### config.mk
export PLATFORM = sky130hd
export DESIGN_NAME = bla_scale
export DESIGN_NICKNAME = d
export VERILOG_FILES = /design/src/rtl/core/bla_pkg.sv /design/src/rtl/core/bla_scale.sv
export SDC_FILE = /design/constraint.sdc
export NUM_CORES = 2
export LEC_CHECK = 0
export BUFFER_PORTS_ARGS = -buffer_cell sky130_fd_sc_hd__clkbuf_2
export CAP_MARGIN = 0
export CORE_MARGIN = 4
export CORE_UTILIZATION = 50
export DETAILED_ROUTE_END_ITERATION = 6
export PLACE_DENSITY = 0.65
export SYNTH_ARGS = -nofsm -noshare
export SYNTH_HDL_FRONTEND = slang
export SYNTH_SLANG_ARGS = --single-unit
### constraint.sdc
create_clock -name clk -period 19.6 [get_ports clk]
set_clock_uncertainty 0.2 [all_clocks]
set_input_delay 3.92 -clock clk [delete_from_list [all_inputs] [get_ports clk]]
set_output_delay 3.92 -clock clk [all_outputs]
set_load 0.01 [all_outputs]
### src/rtl/core/bla_pkg.sv
// Shared types, constants and elaboration-time ROM functions for the
// Beer-Lambert RGB attenuator. No dependencies.
package bla_pkg;

  // Channel count and field widths
  localparam int NUM_CH   = 3;
  localparam int CHAN_W   = 16;
  localparam int TRANS_W  = 17;   // Q1.16 transmittance, 0..65536
  localparam int CFG_IDX_W = 3;

  // log2(e) in Q1.16
  localparam logic [16:0] LOG2E_Q16 = 17'd94548;

  typedef logic [CHAN_W-1:0]  chan_t;
  typedef logic [NUM_CH-1:0][CHAN_W-1:0]  rgb_t;
  typedef logic [NUM_CH-1:0][TRANS_W-1:0] trans_t;

  // Configuration register indexes
  typedef enum logic [CFG_IDX_W-1:0] {
    CFG_ABSORB_EN = 3'd0,
    CFG_COEF_RED  = 3'd1,
    CFG_COEF_GRN  = 3'd2,
    CFG_COEF_BLU  = 3'd3,
    CFG_DENSITY   = 3'd4
  } cfg_idx_t;

  // Per-stage load enables of the five-stage datapath
  typedef struct packed {
    logic s1;
    logic s2;
    logic s3;
    logic s4;
    logic s5;
  } stage_en_t;

  // Largest 32-bit r with r^depth (Q0.32, truncating steps) >= 0.5
  function automatic logic [31:0] exp_root(input int depth);
    logic [63:0] lo;
    logic [63:0] hi;
    logic [63:0] mid;
    logic [63:0] p;
    lo = 64'd0;
    hi = 64'h0000_0000_FFFF_FFFF;
    for (int s = 0; s < 34; s++) begin
      if (lo < hi) begin
        mid = lo + ((hi - lo + 64'd1) >> 1);
        p = 64'h0000_0001_0000_0000;
        for (int i = 0; i < depth; i++) begin
          p = (p * mid) >> 32;
        end
        if (p >= 64'h0000_0000_8000_0000) begin
          lo = mid;
        end else begin
          hi = mid - 64'd1;
        end
      end
    end
    return lo[31:0];
  endfunction

  // Table entry k: root^k in Q0.32, rounded to Q1.16
  function automatic logic [TRANS_W-1:0] exp_entry(input logic [31:0] root, input int k);
    logic [63:0] p;
    logic [63:0] p_rnd;
    p = 64'h0000_0001_0000_0000;
    for (int i = 0; i < k; i++) begin
      p = (p * {32'd0, root}) >> 32;
    end
    p_rnd = p + 64'd32768;
    return p_rnd[32:16];
  endfunction

endpackage

### src/rtl/core/bla_scale.sv
// Output stage: channel times transmittance, or pass-through when disabled.
// Depends on bla_pkg.
module bla_scale (
  input  logic                clk,
  input  bla_pkg::stage_en_t  en,
  input  logic                absorb_enable,
  input  bla_pkg::rgb_t       color,
  input  bla_pkg::trans_t     trans,
  output bla_pkg::rgb_t       color_out
);

  logic [2:0][32:0]  prod;
  bla_pkg::rgb_t     out_r;

  always_comb begin
    for (int c = 0; c < bla_pkg::NUM_CH; c++) begin
      prod[c] = 33'(color[c]) * 33'(trans[c]);
    end
  end

  // Stage 5: Q8.8 * Q1.16 back to Q8.8
  always_ff @(posedge clk) begin
    if (en.s5) begin
      for (int c = 0; c < bla_pkg::NUM_CH; c++) begin
        out_r[c] <= absorb_enable ? prod[c][31:16] : color[c];
      end
    end
  end

  assign color_out = out_r;

endmodule

Word level (Yosys, flattened, before mapping). Cells that the tools add are included.

Divide/modulo/power cells: 0. Eq/ne operators: 0. Multipliers: 3. Shift operators: 0. Multiplexer cells: 3. Bitwise logic cells: 0. Reductions and logical operators: 0. $lt $le $gt $ge: 0. Add/subtract/negate cells: 0.

Operator list (number): multiplier 16 x 17 -> 32 bit (3); 2-to-1 mux 16 bit (3).

Bits in latches: 0. Output and inout port bits: 48. Bits in read-only memories: 0. Memories: 0. Logic and storage cells: 9. Input port bits: 106. Register bits: 48. Bits in writable memories: 0.

Depth between registers and ports, before layout.
Depth after elaboration: 2. Gate-level depth with buffers: 25. Mapped depth without buffers: 23.

Least setup slack after synthesis. OpenSTA, ideal clock, no wires.

Kind: in2reg. From: in color[39] (netlist name). To: reg out_r, in the netlist color_out[42], data pin. Buffers on the path: 2. Slack: 9370 ps. Cell stages on the path: 25. Data arrival time: 9770 ps. Data required time: 19140 ps. Setup time: 260 ps. Cell sequence: clkbuf_1 clkbuf_1 nand2_1 fa_1 inv_1 fa_1 inv_1 fa_1 inv_1 fa_1 fa_1 inv_1 fa_1 inv_1 ha_1 a21o_1 a21oi_1 and3_1 a21oi_1 and3_4 a31o_1 a31o_1 a311oi_2 xnor2_1 mux2_2.

Word-level cells in the longest chain between the ends: 2.

RTL lines: from (decl) (RTL line bla_scale.sv:7) `input bla_pkg::rgb_t color,`; multiplier 16 x 17 -> 32 bit (RTL line bla_scale.sv:17) `prod[c] = 33'(color[c]) * 33'(trans[c]);`; 2-to-1 mux 16 bit (RTL line bla_scale.sv:25) `out_r[c] <= absorb_enable ? prod[c][31:16] : color[c];`; to (signal, indexed assignment) (RTL line bla_scale.sv:25); to (decl) (RTL line bla_scale.sv:13) `bla_pkg::rgb_t out_r;`.

No other way between the ends. A chain may end at the register's enable or synchronous reset.

Final worst setup path.
From: in color[36] (netlist name). To: reg out_r, in the netlist color_out[46], data pin.

The elaborated chain is that of the path after synthesis.

==> results.md <==
- Crit-path leading delay family: adder cells
- Commonest non-fill, non-tap cell in the layout: inv_1
- Wl on met1: 29000 µm
- XOR/XNOR Fraction of Synth Area: 0.0193
- Outcome: complete, no violations
- CP max stage delay: 560 ps
- Number of flip-flops in the largest register: 48
- Most frequent cells in the layout: inv_1, fa_1, nand2_1
- FP Rows: 84
- Max-slew violation count: 0
- Met3 WL post-DR: 4870 µm
- Tightest Pin Transition: 812 ps
- I/O pin total: 154
- H-tree depth: 2
- CP Data Arrival Time: 10610 ps
- Crit share post-route: 0.547
- Vias/cell: 5.36
- Largest family of logic cells by synthesized area: adder cells
- Sequential element share of the synthesized area: 0.0538
- Post-synthesis mux area share: 0.0158
- Worst-path maximum fanout: 18
- Root buffer selected by CTS: clkbuf_16
- Worst path required time: 19500 ps
- Final instance area: 28200 µm²
- DRC violations left: 0
- Number of routed nets with antenna violations: 0
- Syn Nets: 3928
- #FFs+latches synth: 48
- Drt pass-1 iters: 5
- Synth cell types: 53
- Post-synthesis adder-cell area fraction: 0.599
- Post-CTS Setup Inserts: 0
- CP max-delay cell: a31oi_1
- Setup tns final: 0 ps
- Mapped Cells: 2910
- Hold-fix buffers, CTS: 0
- I/O Buffers: 149
- Relative slew slack: 0.459
- Longest Clk Path Bufs: 2
- ANT cells: 0
- GP Congestion: 0.868
- Worst-path clk slew: 100 ps
- Layout cells sized above 1: 0.0684
- DP Area: 28000 µm²
- Detail Route met2 WL: 32700 µm
- Grt total ovfl: 0
- Worst min path class: in2reg
- # clock sinks: 48
- Starting density of the core: 0.507
- Min Tclk post-route: 10710 ps
- Die width: 240 µm
- Die area: 57400 µm²
- Max-Cap Viols: 0
- CTS Buf Count: 5
- Filler cells: 4809
- Worst Setup End Kind: flip-flop
- Count of warnings emitted by yosys: 0
- CTS tree: done
- CP bufs+invs: 5
- Final net count: 3972
- Hold path startpoint: color[47]
- CP most frequent cell: fa_1
- Avg Inst Size Synth: 9.21 µm²
- Initial antenna violation count: 0
- Crit path from: color[36]
- Startpoint types: primary input
- Detail Placement HPWL: 51300 µm
- Total wire length: 68300 µm
- Setup violators final: 0
- Mapped Area: 26800 µm²
- Core Box Area: 52900 µm²
- Fin. Hold Viols: 0
- Max frequency: 93.4 MHz
- Crit-path cells: clkbuf_2, and2_1, fa_1, inv_1, fa_1, fa_1, inv_1, fa_1, fa_1, inv_1, fa_1, inv_1, ha_1, and2_4, a221oi_2, and3_1, a21oi_1, nand3_1, o21ai_0, a31oi_1, o21ai_0, xor2_1, mux2_2
- Largest net degree at the start of global routing: 50
- Uppermost layer routed: met4
- Setup Crit Path Kind: in2reg
- Vias post-DR: 19539
- Post-cts resize count: 0
- Top_reg_cell synth: edfxtp_1
- EDFF count, synth: 48
- Routed WL per cell: 18.7 µm
- Post-synth ARST share: 0
- RSZ-0062 raised after global routing: false
- Synth Area in Compound Gates: 0.0332
- Area grow syn2layout: 5.08%
- Initial DRC count: 1031
- Post-synthesis simple-gate area fraction: 0.167
- First-pass GRT wire length: 113000 µm
- GRT Total Usage: 0.250
- Die H: 240 µm
- Number of global-route vias before repair: 21847
==> final timing paths <==
kind / cells after the start / endpoint / slack, ps
min: 3 / color_out[47]$_DFFE_PP_ / 4040
max: 23 / color_out[46]$_DFFE_PP_ / 8890
==> area by class of cell <==
class	instances	area, µm²	share of cell area
flip-flops and latches	48	1440	0.0512
well taps	688	861	0.0306
clock inverters	3	42.5	0.00151
clock buffers	5	125	0.00444
repair buffers	151	761	0.0270
inverters	686	2570	0.0914
multi-input cells	2062	22400	0.794
==> per-layer routing <==
layer  track usage  vias up
met1         0.338    10102
li1              -     8672
met4        0.0679        0
met5             0        -
met3        0.0478      128
met2         0.416      637
==> kinds of logic after synthesis <==
group / Yosys count
and+or+nand+nor: 916
adders and majority gates: 912
buffers and inverters: 800
AOI/OAI and AO/OA: 137
xor gates and xnor gates: 59
DFF: 48
muxes: 38
==> through the flow <==
stage,hold slack (ps),setup WS [ps],instances,util
6_report,4040,8890,3643,0.533
5_1_grt,4070,8560,3643,0.533
4_1_cts,4020,8940,3643,0.533
3_5_place_dp,4140,8580,3635,0.530
3_3_place_gp,4140,8670,3635,0.530
2_1_floorplan,3830,9370,2910,-
==> Yosys cell counts (12+ instances only) <==
master    instances  area share
nor2_1           23      0.0032
edfxtp_1         48       0.054
xor2_1           19      0.0062
inv_1           685       0.096
a21oi_1          47      0.0088
nand3_1          13      0.0024
xnor2_1          40       0.013
clkbuf_1        113       0.016
nand4_1          12      0.0028
and2_1          356       0.083
ha_1            294        0.14
fa_1            618        0.46
o21ai_0          25      0.0047
nand2_1         479       0.067
mux2_2           34       0.014
a21o_1           23      0.0064
==> tightest hold or removal path: stages <==
cell and delay [ps]:
clkbuf_2 330, a21oi_1 130, nand3_1 70
Power is left out: the tool's default activity adds up to more than one toggle a clock period on the data nets, which glitch-free logic cannot reach.
