--- config.mk ---
export PLATFORM = sky130hd
export DESIGN_NAME = bla_exp
export DESIGN_NICKNAME = d
export VERILOG_FILES = /design/src/rtl/core/bla_pkg.sv /design/src/rtl/core/bla_exp.sv
export SDC_FILE = /design/constraint.sdc
export NUM_CORES = 1
export LEC_CHECK = 0
export BUFFER_PORTS_ARGS = -buffer_cell sky130_fd_sc_hd__buf_2
export CAP_MARGIN = 20
export CORE_MARGIN = 1.5
export CORE_UTILIZATION = 35
export DETAILED_ROUTE_END_ITERATION = 7
export PLACE_DENSITY_LB_ADDON = 0.1
export SYNTH_ARGS = -nofsm -noshare
export SYNTH_HDL_FRONTEND = slang
export SYNTH_SLANG_ARGS = --single-unit
--- constraint.sdc ---
create_clock -name clk -period 8.7 [get_ports clk]
set_input_delay 1.74 -clock clk [delete_from_list [all_inputs] [get_ports clk]]
set_output_delay 1.74 -clock clk [all_outputs]
set_load 0.02 [all_outputs]
--- src/rtl/core/bla_pkg.sv ---
// Shared types, constants and elaboration-time ROM functions for the
// Beer-Lambert RGB attenuator. No dependencies.
package bla_pkg;

  // Channel count and field widths
  localparam int NUM_CH   = 3;
  localparam int CHAN_W   = 16;
  localparam int TRANS_W  = 17;   // Q1.16 transmittance, 0..65536
  localparam int CFG_IDX_W = 3;

  // log2(e) in Q1.16
  localparam logic [16:0] LOG2E_Q16 = 17'd94548;

  typedef logic [CHAN_W-1:0]  chan_t;
  typedef logic [NUM_CH-1:0][CHAN_W-1:0]  rgb_t;
  typedef logic [NUM_CH-1:0][TRANS_W-1:0] trans_t;

  // Configuration register indexes
  typedef enum logic [CFG_IDX_W-1:0] {
    CFG_ABSORB_EN = 3'd0,
    CFG_COEF_RED  = 3'd1,
    CFG_COEF_GRN  = 3'd2,
    CFG_COEF_BLU  = 3'd3,
    CFG_DENSITY   = 3'd4
  } cfg_idx_t;

  // Per-stage load enables of the five-stage datapath
  typedef struct packed {
    logic s1;
    logic s2;
    logic s3;
    logic s4;
    logic s5;
  } stage_en_t;

  // Largest 32-bit r with r^depth (Q0.32, truncating steps) >= 0.5
  function automatic logic [31:0] exp_root(input int depth);
    logic [63:0] lo;
    logic [63:0] hi;
    logic [63:0] mid;
    logic [63:0] p;
    lo = 64'd0;
    hi = 64'h0000_0000_FFFF_FFFF;
    for (int s = 0; s < 34; s++) begin
      if (lo < hi) begin
        mid = lo + ((hi - lo + 64'd1) >> 1);
        p = 64'h0000_0001_0000_0000;
        for (int i = 0; i < depth; i++) begin
          p = (p * mid) >> 32;
        end
        if (p >= 64'h0000_0000_8000_0000) begin
          lo = mid;
        end else begin
          hi = mid - 64'd1;
        end
      end
    end
    return lo[31:0];
  endfunction

  // Table entry k: root^k in Q0.32, rounded to Q1.16
  function automatic logic [TRANS_W-1:0] exp_entry(input logic [31:0] root, input int k);
    logic [63:0] p;
    logic [63:0] p_rnd;
    p = 64'h0000_0001_0000_0000;
    for (int i = 0; i < k; i++) begin
      p = (p * {32'd0, root}) >> 32;
    end
    p_rnd = p + 64'd32768;
    return p_rnd[32:16];
  endfunction

endpackage

--- src/rtl/core/bla_exp.sv ---
// Transmittance stages: 2^(-depth*log2e) from a fraction ROM and a shift.
// Depends on bla_pkg.
module bla_exp #(
  parameter int EXP_TABLE_DEPTH = 64
) (
  input  logic                clk,
  input  bla_pkg::stage_en_t  en,
  input  logic [2:0]          ovf,
  input  logic [2:0][23:0]    depth_q,
  output bla_pkg::trans_t     trans
);

  localparam int KW = $clog2(EXP_TABLE_DEPTH);
  localparam int DW = $clog2(EXP_TABLE_DEPTH + 1);
  localparam logic [DW-1:0] DEPTH_C = DW'(EXP_TABLE_DEPTH);
  localparam logic [31:0] ROOT = bla_pkg::exp_root(EXP_TABLE_DEPTH);

  logic [bla_pkg::TRANS_W-1:0] rom [EXP_TABLE_DEPTH];

  logic [2:0][40:0]     x_full;
  logic [2:0]           sat_r;
  logic [2:0][3:0]      n_r;
  logic [2:0][15:0]     f_r;
  logic [2:0][16+DW-1:0] k_full;
  bla_pkg::trans_t      trans_r;

  // Constant table of 2^(-k/D), built at elaboration
  for (genvar k = 0; k < EXP_TABLE_DEPTH; k++) begin : g_rom
    assign rom[k] = bla_pkg::exp_entry(ROOT, k);
  end

  // Stage 3: scale by log2(e), split into shift and fraction
  always_comb begin
    for (int c = 0; c < bla_pkg::NUM_CH; c++) begin
      x_full[c] = 41'(depth_q[c]) * 41'(bla_pkg::LOG2E_Q16);
    end
  end

  always_ff @(posedge clk) begin
    if (en.s3) begin
      for (int c = 0; c < bla_pkg::NUM_CH; c++) begin
        sat_r[c] <= ovf[c] | (|x_full[c][40:36]);
        n_r[c]   <= x_full[c][35:32];
        f_r[c]   <= x_full[c][31:16];
      end
    end
  end

  // Stage 4: table index, lookup, shift; saturate deep paths to zero
  always_comb begin
    for (int c = 0; c < bla_pkg::NUM_CH; c++) begin
      k_full[c] = (16+DW)'(f_r[c]) * (16+DW)'(DEPTH_C);
    end
  end

  always_ff @(posedge clk) begin
    if (en.s4) begin
      for (int c = 0; c < bla_pkg::NUM_CH; c++) begin
        trans_r[c] <= sat_r[c] ? '0 : (rom[k_full[c][16 +: KW]] >> n_r[c]);
      end
    end
  end

  assign trans = trans_r;

endmodule

# [Yosys cells after proc, flatten, opt, wreduce, memory -nomap -nowiden]
# Memories as Yosys holds them, arrays and structs flattened.
# Cells that the tools add are included.
[word_totals] reg_bits=114 latchBits=0 ram_bits=0 romBits=3264 in_bits=81 mem_count=3
[classes] add_sub_neg=0 mul=3 div_mod_pow=0 order_cmp=3 n_eq_ne=0 shifts=3 muxes=6 bitwise_logic=6 reduce_logical=3
[mem_list] name="(name not given)" words=64 word_bits=17 read_ports=1 rd_ports_with_merged_regs=0 write_ports=0 line="bla_exp.sv:59" rtl="trans_r[c] <= sat_r[c] ? '0 : (rom[k_full[c][16 +: KW]] >> n_r[c]);"
[mem_list] name="(name not given)" words=64 word_bits=17 read_ports=1 rd_ports_with_merged_regs=0 write_ports=0 line="bla_exp.sv:59"
[mem_list] name="(name not given)" words=64 word_bits=17 read_ports=1 rd_ports_with_merged_regs=0 write_ports=0 line="bla_exp.sv:59"
[ops] cell="$mul A24 B15 Y39 const B" count=3
[ops] cell="$mux W17" count=6
[ops] cell="$shr A17 B4 Y17" count=3
[ops] cell="$ge A7 B7 Y1 const B" count=3
[ops] cell="$not A6 Y7" count=3
[ops] cell="$reduce_or A5 Y1" count=3
[ops] cell="$or A1 B1 Y1" count=3

# [Logic depth before layout (Yosys ltp)]
# Gate-level depths: netlist (run 1).
[depth] ltp_word=5 ltp_mapped=22 depth_no_buf=22

# [Worst setup path after synthesis (run 1)]
# Ideal clock, no wire load.
[synth_timing] path_kind="input to register" startpoint="input depth_q[61] in the netlist's numbering" endpoint="register sat_r[2] (data pin)" arrival_time_ns=6.522 t_required_ns=8.432 path_slack_ns=1.910 path_stages=22 path_buffers=0 cell_sequence="ha_1 > inv_1 > fa_1 > inv_1 > fa_1 > inv_1 > fa_1 > inv_1 > fa_1 > inv_1 > fa_1 > inv_1 > ha_1 > a21oi_1 > o21ai_0 > a211o_1 > a21oi_2 > a21oi_4 > o2111ai_2 > nand4_1 > a211oi_1 > o221ai_2"
[synth_between] elab_chain_cells=3
[synth_lines] element="from (decl)" line="bla_exp.sv:9" rtl="input logic [2:0][23:0] depth_q,"
[synth_lines] element="$mul A24 B15 Y39" line="bla_exp.sv:35" rtl="x_full[c] = 41'(depth_q[c]) * 41'(bla_pkg::LOG2E_Q16);"
[synth_lines] element="$reduce_or A5 Y1" line="bla_exp.sv:42" rtl="sat_r[c] <= ovf[c] | (|x_full[c][40:36]);"
[synth_lines] element="$or A1 B1 Y1" line="bla_exp.sv:42"
[synth_lines] element="to (signal, indexed assignment)" line="bla_exp.sv:42"
[synth_lines] element="to (decl)" line="bla_exp.sv:21" rtl="logic [2:0] sat_r;"
# Every way passes these cells.
# A chain may end at the register's enable or synchronous reset.

# [Worst setup path after layout (run 1)]
# Same ends and word-level chain as after synthesis.

==> reports/qor.csv, run 1 <==
metric,value,unit
antenna_cells,0,
grt_pass1_vias,14430,
crit_path_cell_trace,buf_2 > ha_1 > inv_1 > fa_1 > inv_1 > fa_1 > inv_1 > fa_1 > inv_1 > fa_1 > inv_1 > fa_1 > inv_1 > ha_1 > nand4_1 > nor4_1 > o21ai_2 > a21oi_4 > o2111ai_2 > a31oi_2 > mux2_1 > o221ai_2,
nNetsFinal,3005,
cts.repair.resized,0,
path_buf_inv,7,
rr_startpoint,f_r[45]$_DFFE_PP_,
cpMostUsedCell,inv_1,
ys_top_cells_by_area,"fa_1 (34%), ha_1 (31%), edfxtp_1 (12%)",
synth_seq_cells,81,
yosysMostFrequentCell,inv_1,
syn_avg_cell_area,10.75,um2
cts_sinks,81,
detail_route.first_pass.iterations,5,
cp_data_required_time,8.86,ns
setup_viol,0,
htree_levels,3,
status,"complete, no violations",
hold_violations,0,
ys.warnings.count,0,
cts.hold.buffers_added,0,
reg2reg_depth,4,
synth-seq-area-share,11.79,%
cts_setup_buffers,0,
cts_tree,yes,
wire_per_inst,15.98,um
areaGrowthSynthToFinish,9.102,%
rows,88,
cts_buffers,9,
cts_max_path_buffers,2,
io_pins,132,
synthCells,1920,
dp_hpwl,41640,um
clock.fmax,138.5,MHz
routabilityCongestion,0.8171,
cpPeakStageDelay,0.54,ns
core_area,0.05803,mm2
hold_end,trans[21]$_SDFFCE_PP0P_,
rrSetupSlack,6.37,ns
layout-drive-gt1-share,8.107,%
r2r-end,trans[50]$_SDFFCE_PP0P_,
num_vias,13160,
drt-total-wl,45130,um
startpoint_type,input port,
clkSlewWorstSetupHoldPaths,0.07,ns
drc_errors,0,
worstHoldPathCells,1,
hp-start,n_r[5]$_DFFE_PP_,
fillers,5793,
clock_latency,0.34,ns
die_area,0.06042,mm2
worstPathArrival,7.38,ns
critPathKind,in2reg,
ant_nets,0,
drv_slew,0,
cp_max_fo,6,
yosysTopAreaCellShare,33.96,%
skew,0.006004,ns
finalSetupTns,0,ns
netlist_area,0.02063,mm2
antenna_found_initial,1,
synth.distinct_cells,69,
yosys.area.top_type,fa_1,
fin_crit_sh,82.99,%
numPortBuffers,125,
grtUsageTotal,15.78,%
synth_common_cells,"inv_1 (549), ha_1 (519), fa_1 (350)",
drt_iter0_drc,415,
routed_via_density,4.660,
slowest_stage,nor4_1,
rsz0062_at_grt,no,
period_minus_slack,7.220,ns
critical_path.top_delay_family,adder cells,
cts_root_buffer,clkbuf_16,
synthArstFlopShare,0,%
die_h,245.8,um
slew-limit-headroom,30.85,%
grt_overflow,0,
synth_ff_type,edfxtp_1,
worst_slew_pin_slew,1.037,ns
worstHoldPathType,reg2reg,
grt_pass1_wl,75270,um
die_x,245.8,um
grt_max_degree,49,
endpoint_kind,flip-flop,
initial_core_util,35.56,%
drv_cap,0,
synth-edff-count,81,
## placed cells by master (no fill, tap or decap), types with 3 or more instances in the layout
master     netlist  final
nor4_1           5      5
nor2_1          64     64
or4_1            5      5
a21o_1          22     22
a31oi_1          6      6
o211ai_1         6      6
and4_1           4      4
o21a_1          10     10
a211o_1          3      3
o21ai_0         21     21
ha_1           519    519
xor2_1          16     16
nand3b_1         6      6
conb_1           1      3
xnor2_1         23     23
nand2_1         35     35
o22ai_1          3      3
nor2b_1          6      6
a21oi_2          3      3
and3_1           4      4
nand2b_1        12     12
nor3_1          24     24
nand3_1         12     12
fa_1           350    350
a21oi_1         54     54
a2111oi_0        4      4
o21ai_1          6      6
nand4_1         15     15
edfxtp_1        81     81
a211oi_1         4      4
inv_1          549    549
buf_2            0    125
clkbuf_16        0      9
## how the worst max path moves through the flow
stage	start	endpoint	slack, ns	cells after the start
global placement	depth_q[34]	sat_r[1]$_DFFE_PP_	1.17	21
detailed placement	depth_q[32]	sat_r[1]$_DFFE_PP_	1.14	19
global route	depth_q[61]	sat_r[2]$_DFFE_PP_	1.18	22
CTS	depth_q[32]	sat_r[1]$_DFFE_PP_	1.50	19
floorplan	depth_q[61]	sat_r[2]$_DFFE_PP_	1.91	22
finish	depth_q[61]	sat_r[2]$_DFFE_PP_	1.48	22
## registers in the layout, indices dropped and copies added, names as in the netlist
signal / flops
trans: 48
f_r: 18
n_r: 12
sat_r: 3
## cells by family (layout without fill, tap and decap cells)
kind of cell	Yosys count	in the layout	share of synthesized area [%]
compound gates	171	171	5.736
mux	2	2	0.1031
buf+inv	552	690	10.10
xor+xnor	39	39	1.655
other cells	1	3	0.01817
flops	81	81	11.79
simple gates	205	205	5.173
fa+ha+maj	869	869	65.43
## layout make-up
class	count	area (um2)	area share [%]
Timing Repair Buffer	125	625.6	2.779
Tap cell	765	957.2	4.252
Sequential cell	81	2432	10.80
Clock inverter	7	85.08	0.3779
Clock buffer	9	225.2	1.000
Multi-Input combinational cell	1289	16130	71.63
Inverter	549	2061	9.154
## through the flow
stage	setup WS (ns)	std cells	util (%)	cell area, um2	hold slack (ns)
6_report	1.480	2825	38.80	22510	0.6966
3_5_place_dp	1.140	2809	38.26	22200	0.6851
4_1_cts	1.496	2825	38.80	22510	0.7019
3_3_place_gp	1.173	2809	38.26	22200	0.6772
5_1_grt	1.177	2825	38.80	22510	0.7223
2_1_floorplan	1.910	1922	-	20640	0.6248
## metal layers
layer | GRT usage (%) | wire (um) | up-vias
met3 | 1.102 | 914 | 19
met1 | 22.65 | 22500 | 6540
met4 | 1.371 | 248 | 0
met5 | 0 | 0 | -
li1 | - | - | 6476
met2 | 26.93 | 21470 | 129
Power of run 1 is left out: the tool's default activity adds up to more than one toggle a clock period on the data nets, which glitch-free logic cannot reach.
==> inputs of run 2 (changes only) <==
==> constraint.sdc (replaced) <==
create_clock -name clk -period 6.5 [get_ports clk]
set_input_delay 1.3 -clock clk [delete_from_list [all_inputs] [get_ports clk]]
set_output_delay 1.3 -clock clk [all_outputs]
set_load 0.02 [all_outputs]
==> run 2 against run 1 <==
Effect of this change: wire length rose by 5.2%; via count rose by 6.1%; critical endpoint unchanged; cell count rose by 9.4%; first-iteration DRC count fell by 28%; global-route usage rose by 0.57 points; largest cell class unchanged; critical path depth fell by 1; sequential share of layout area fell by 1.2 points; register-to-register slack got worse by 2.1 ns; final area rose by 12%.
==> reports/qor.csv, run 2 (same netlist as run 1, synthesis figures left out) <==
metric,value,unit,change
hold_violations,0,,unchanged
drt-total-wl,47470,um,was 45130 um
num_vias,13970,,was 13160
worstHoldPathType,reg2reg,,unchanged
areaGrowthSynthToFinish,22.36,%,was 9.102%
cts.hold.buffers_added,0,,unchanged
drc_errors,0,,unchanged
drt_iter0_drc,298,,was 415
ff_latch_area,0.002432,mm2,unchanged
cts_tree,yes,,unchanged
cp_data_required_time,6.67,ns,was 8.86 ns
startpoint_type,input port,,unchanged
clock_latency,0.34,ns,about the same
fillers,5700,,was 5793
slew-limit-headroom,31.54,%,was 30.85%
die_area,0.06042,mm2,unchanged
grt_pass1_wl,79020,um,was 75270 um
rrSetupSlack,4.25,ns,was 6.37 ns
rsz0062_at_grt,yes,,was no
grt_overflow,0,,unchanged
period_minus_slack,6.407,ns,
die_h,245.8,um,unchanged
final_cell_mix,"inv_1 (538), ha_1 (478), fa_1 (341)",,"was inv_1 (549), ha_1 (519), fa_1 (350)"
die_x,245.8,um,unchanged
fin_crit_sh,98.57,%,
cp_max_fo,5,,was 6
ant_nets,0,,unchanged
initial_core_util,35.56,%,unchanged
fin_ws,0.09272,ns,was 1.480 ns
dp_hpwl,43820,um,was 41640 um
clock.fmax,156.1,MHz,
detail_route.first_pass.iterations,5,,unchanged
antenna_found_initial,1,,unchanged
mostFrequentLayoutCell,inv_1,,unchanged
core_area,0.05803,mm2,unchanged
critPathKind,in2reg,,unchanged
layout-drive-gt1-share,22.19,%,was 8.107%
grtUsageTotal,16.35,%,was 15.78%
nNetsFinal,3270,,was 3005
drv_slew,0,,unchanged
whs,0.6955,ns,was 0.6966 ns
status,"complete, no violations",,unchanged
numPortBuffers,125,,unchanged
finalSetupTns,0,ns,unchanged
htree_levels,3,,unchanged
worstPathArrival,6.58,ns,was 7.38 ns
grt_pass1_vias,15400,,was 14430
antenna_cells,0,,unchanged
routed_via_density,4.520,,was 4.660
dp_slack,-0.5109,ns,was 1.140 ns
setup_viol,0,,unchanged
endpoint_kind,flip-flop,,unchanged
clkSlewWorstSetupHoldPaths,0.06,ns,was 0.07 ns
wire_per_inst,15.36,um,was 15.98 um
drv_cap,0,,unchanged
cts_buffers,9,,unchanged
multi_input_area,0.01685,mm2,was 0.01613 mm2
cts_root_buffer,clkbuf_16,,unchanged
rows,88,,unchanged
cts_max_path_buffers,2,,unchanged
worst_slew_pin_slew,1.027,ns,was 1.037 ns
routabilityCongestion,0.8212,,was 0.8171
cts_sinks,81,,unchanged
grt_max_degree,49,,unchanged
io_pins,132,,unchanged
largest_reg_flops,48,,unchanged
skew,0.009609,ns,was 0.006004 ns
## run 2: critical path, stage by stage
cell and delay (ns):
buf_2 0.16, ha_1 0.33, fa_1 0.53, inv_1 0.05
fa_1 0.44, fa_1 0.49, inv_1 0.05, fa_1 0.47
inv_1 0.05, fa_1 0.51, inv_1 0.08, ha_4 0.28
nand4_1 0.13, buf_4 0.18, nor4_4 0.34, o21ai_4 0.15
a21oi_4 0.21, o2111ai_4 0.17, a31oi_2 0.25, mux2_4 0.32
o221ai_2 0.07
## run 2: routing by layer
metal / up-vias / part of all wire (%) / global-route usage (%)
li1: 7003 / - / -
met1: 6829 / 50 / 23.32
met2: 119 / 48 / 28.03
met3: 14 / 1.8 / 1.222
met4: 2 / 0.37 / 1.407
met5: - / 0.027 / 0
## run 2: path summary, 6_finish.rpt
| path | startpoint | end | depth (start not counted) |
|---|---|---|---|
| max reg2reg | f_r[45]$_DFFE_PP_ | trans[50]$_SDFFCE_PP0P_ | 4 |
| min | n_r[5]$_DFFE_PP_ | trans[33]$_SDFFCE_PP0P_ | 1 |
| max | depth_q[59] | sat_r[2]$_DFFE_PP_ | 21 |
| min reg2reg | n_r[5]$_DFFE_PP_ | trans[33]$_SDFFCE_PP0P_ | 1 |
## run 2: what timing repair did
action                                  CTS  global route
endpoints found under the hold margin     0             0
buffers inserted                          4             6
pin swaps                                12            49
gates resized for setup                  17           107
endpoints found under the setup margin    4            11
## run 2: final cells by class
| type | count | share of cell area (%) |
|---|---|---|
| tap | 765 | 3.791 |
| inverter | 549 | 8.172 |
| clock buffer | 9 | 0.8920 |
| timing repair buffer | 390 | 10.61 |
| clock inverter | 7 | 0.1734 |
| sequential | 81 | 9.634 |
| multi-input combinational | 1289 | 66.73 |
## run 2: stage by stage
step | instances | area, um2 | util, %
2_1_floorplan | 1922 | 20640 | -
3_3_place_gp | 3064 | 24120 | 41.56
3_5_place_dp | 3064 | 24120 | 41.56
4_1_cts | 3084 | 24530 | 42.27
5_1_grt | 3090 | 25250 | 43.51
6_report | 3090 | 25250 | 43.51
Power of run 2 is left out for the same reason.
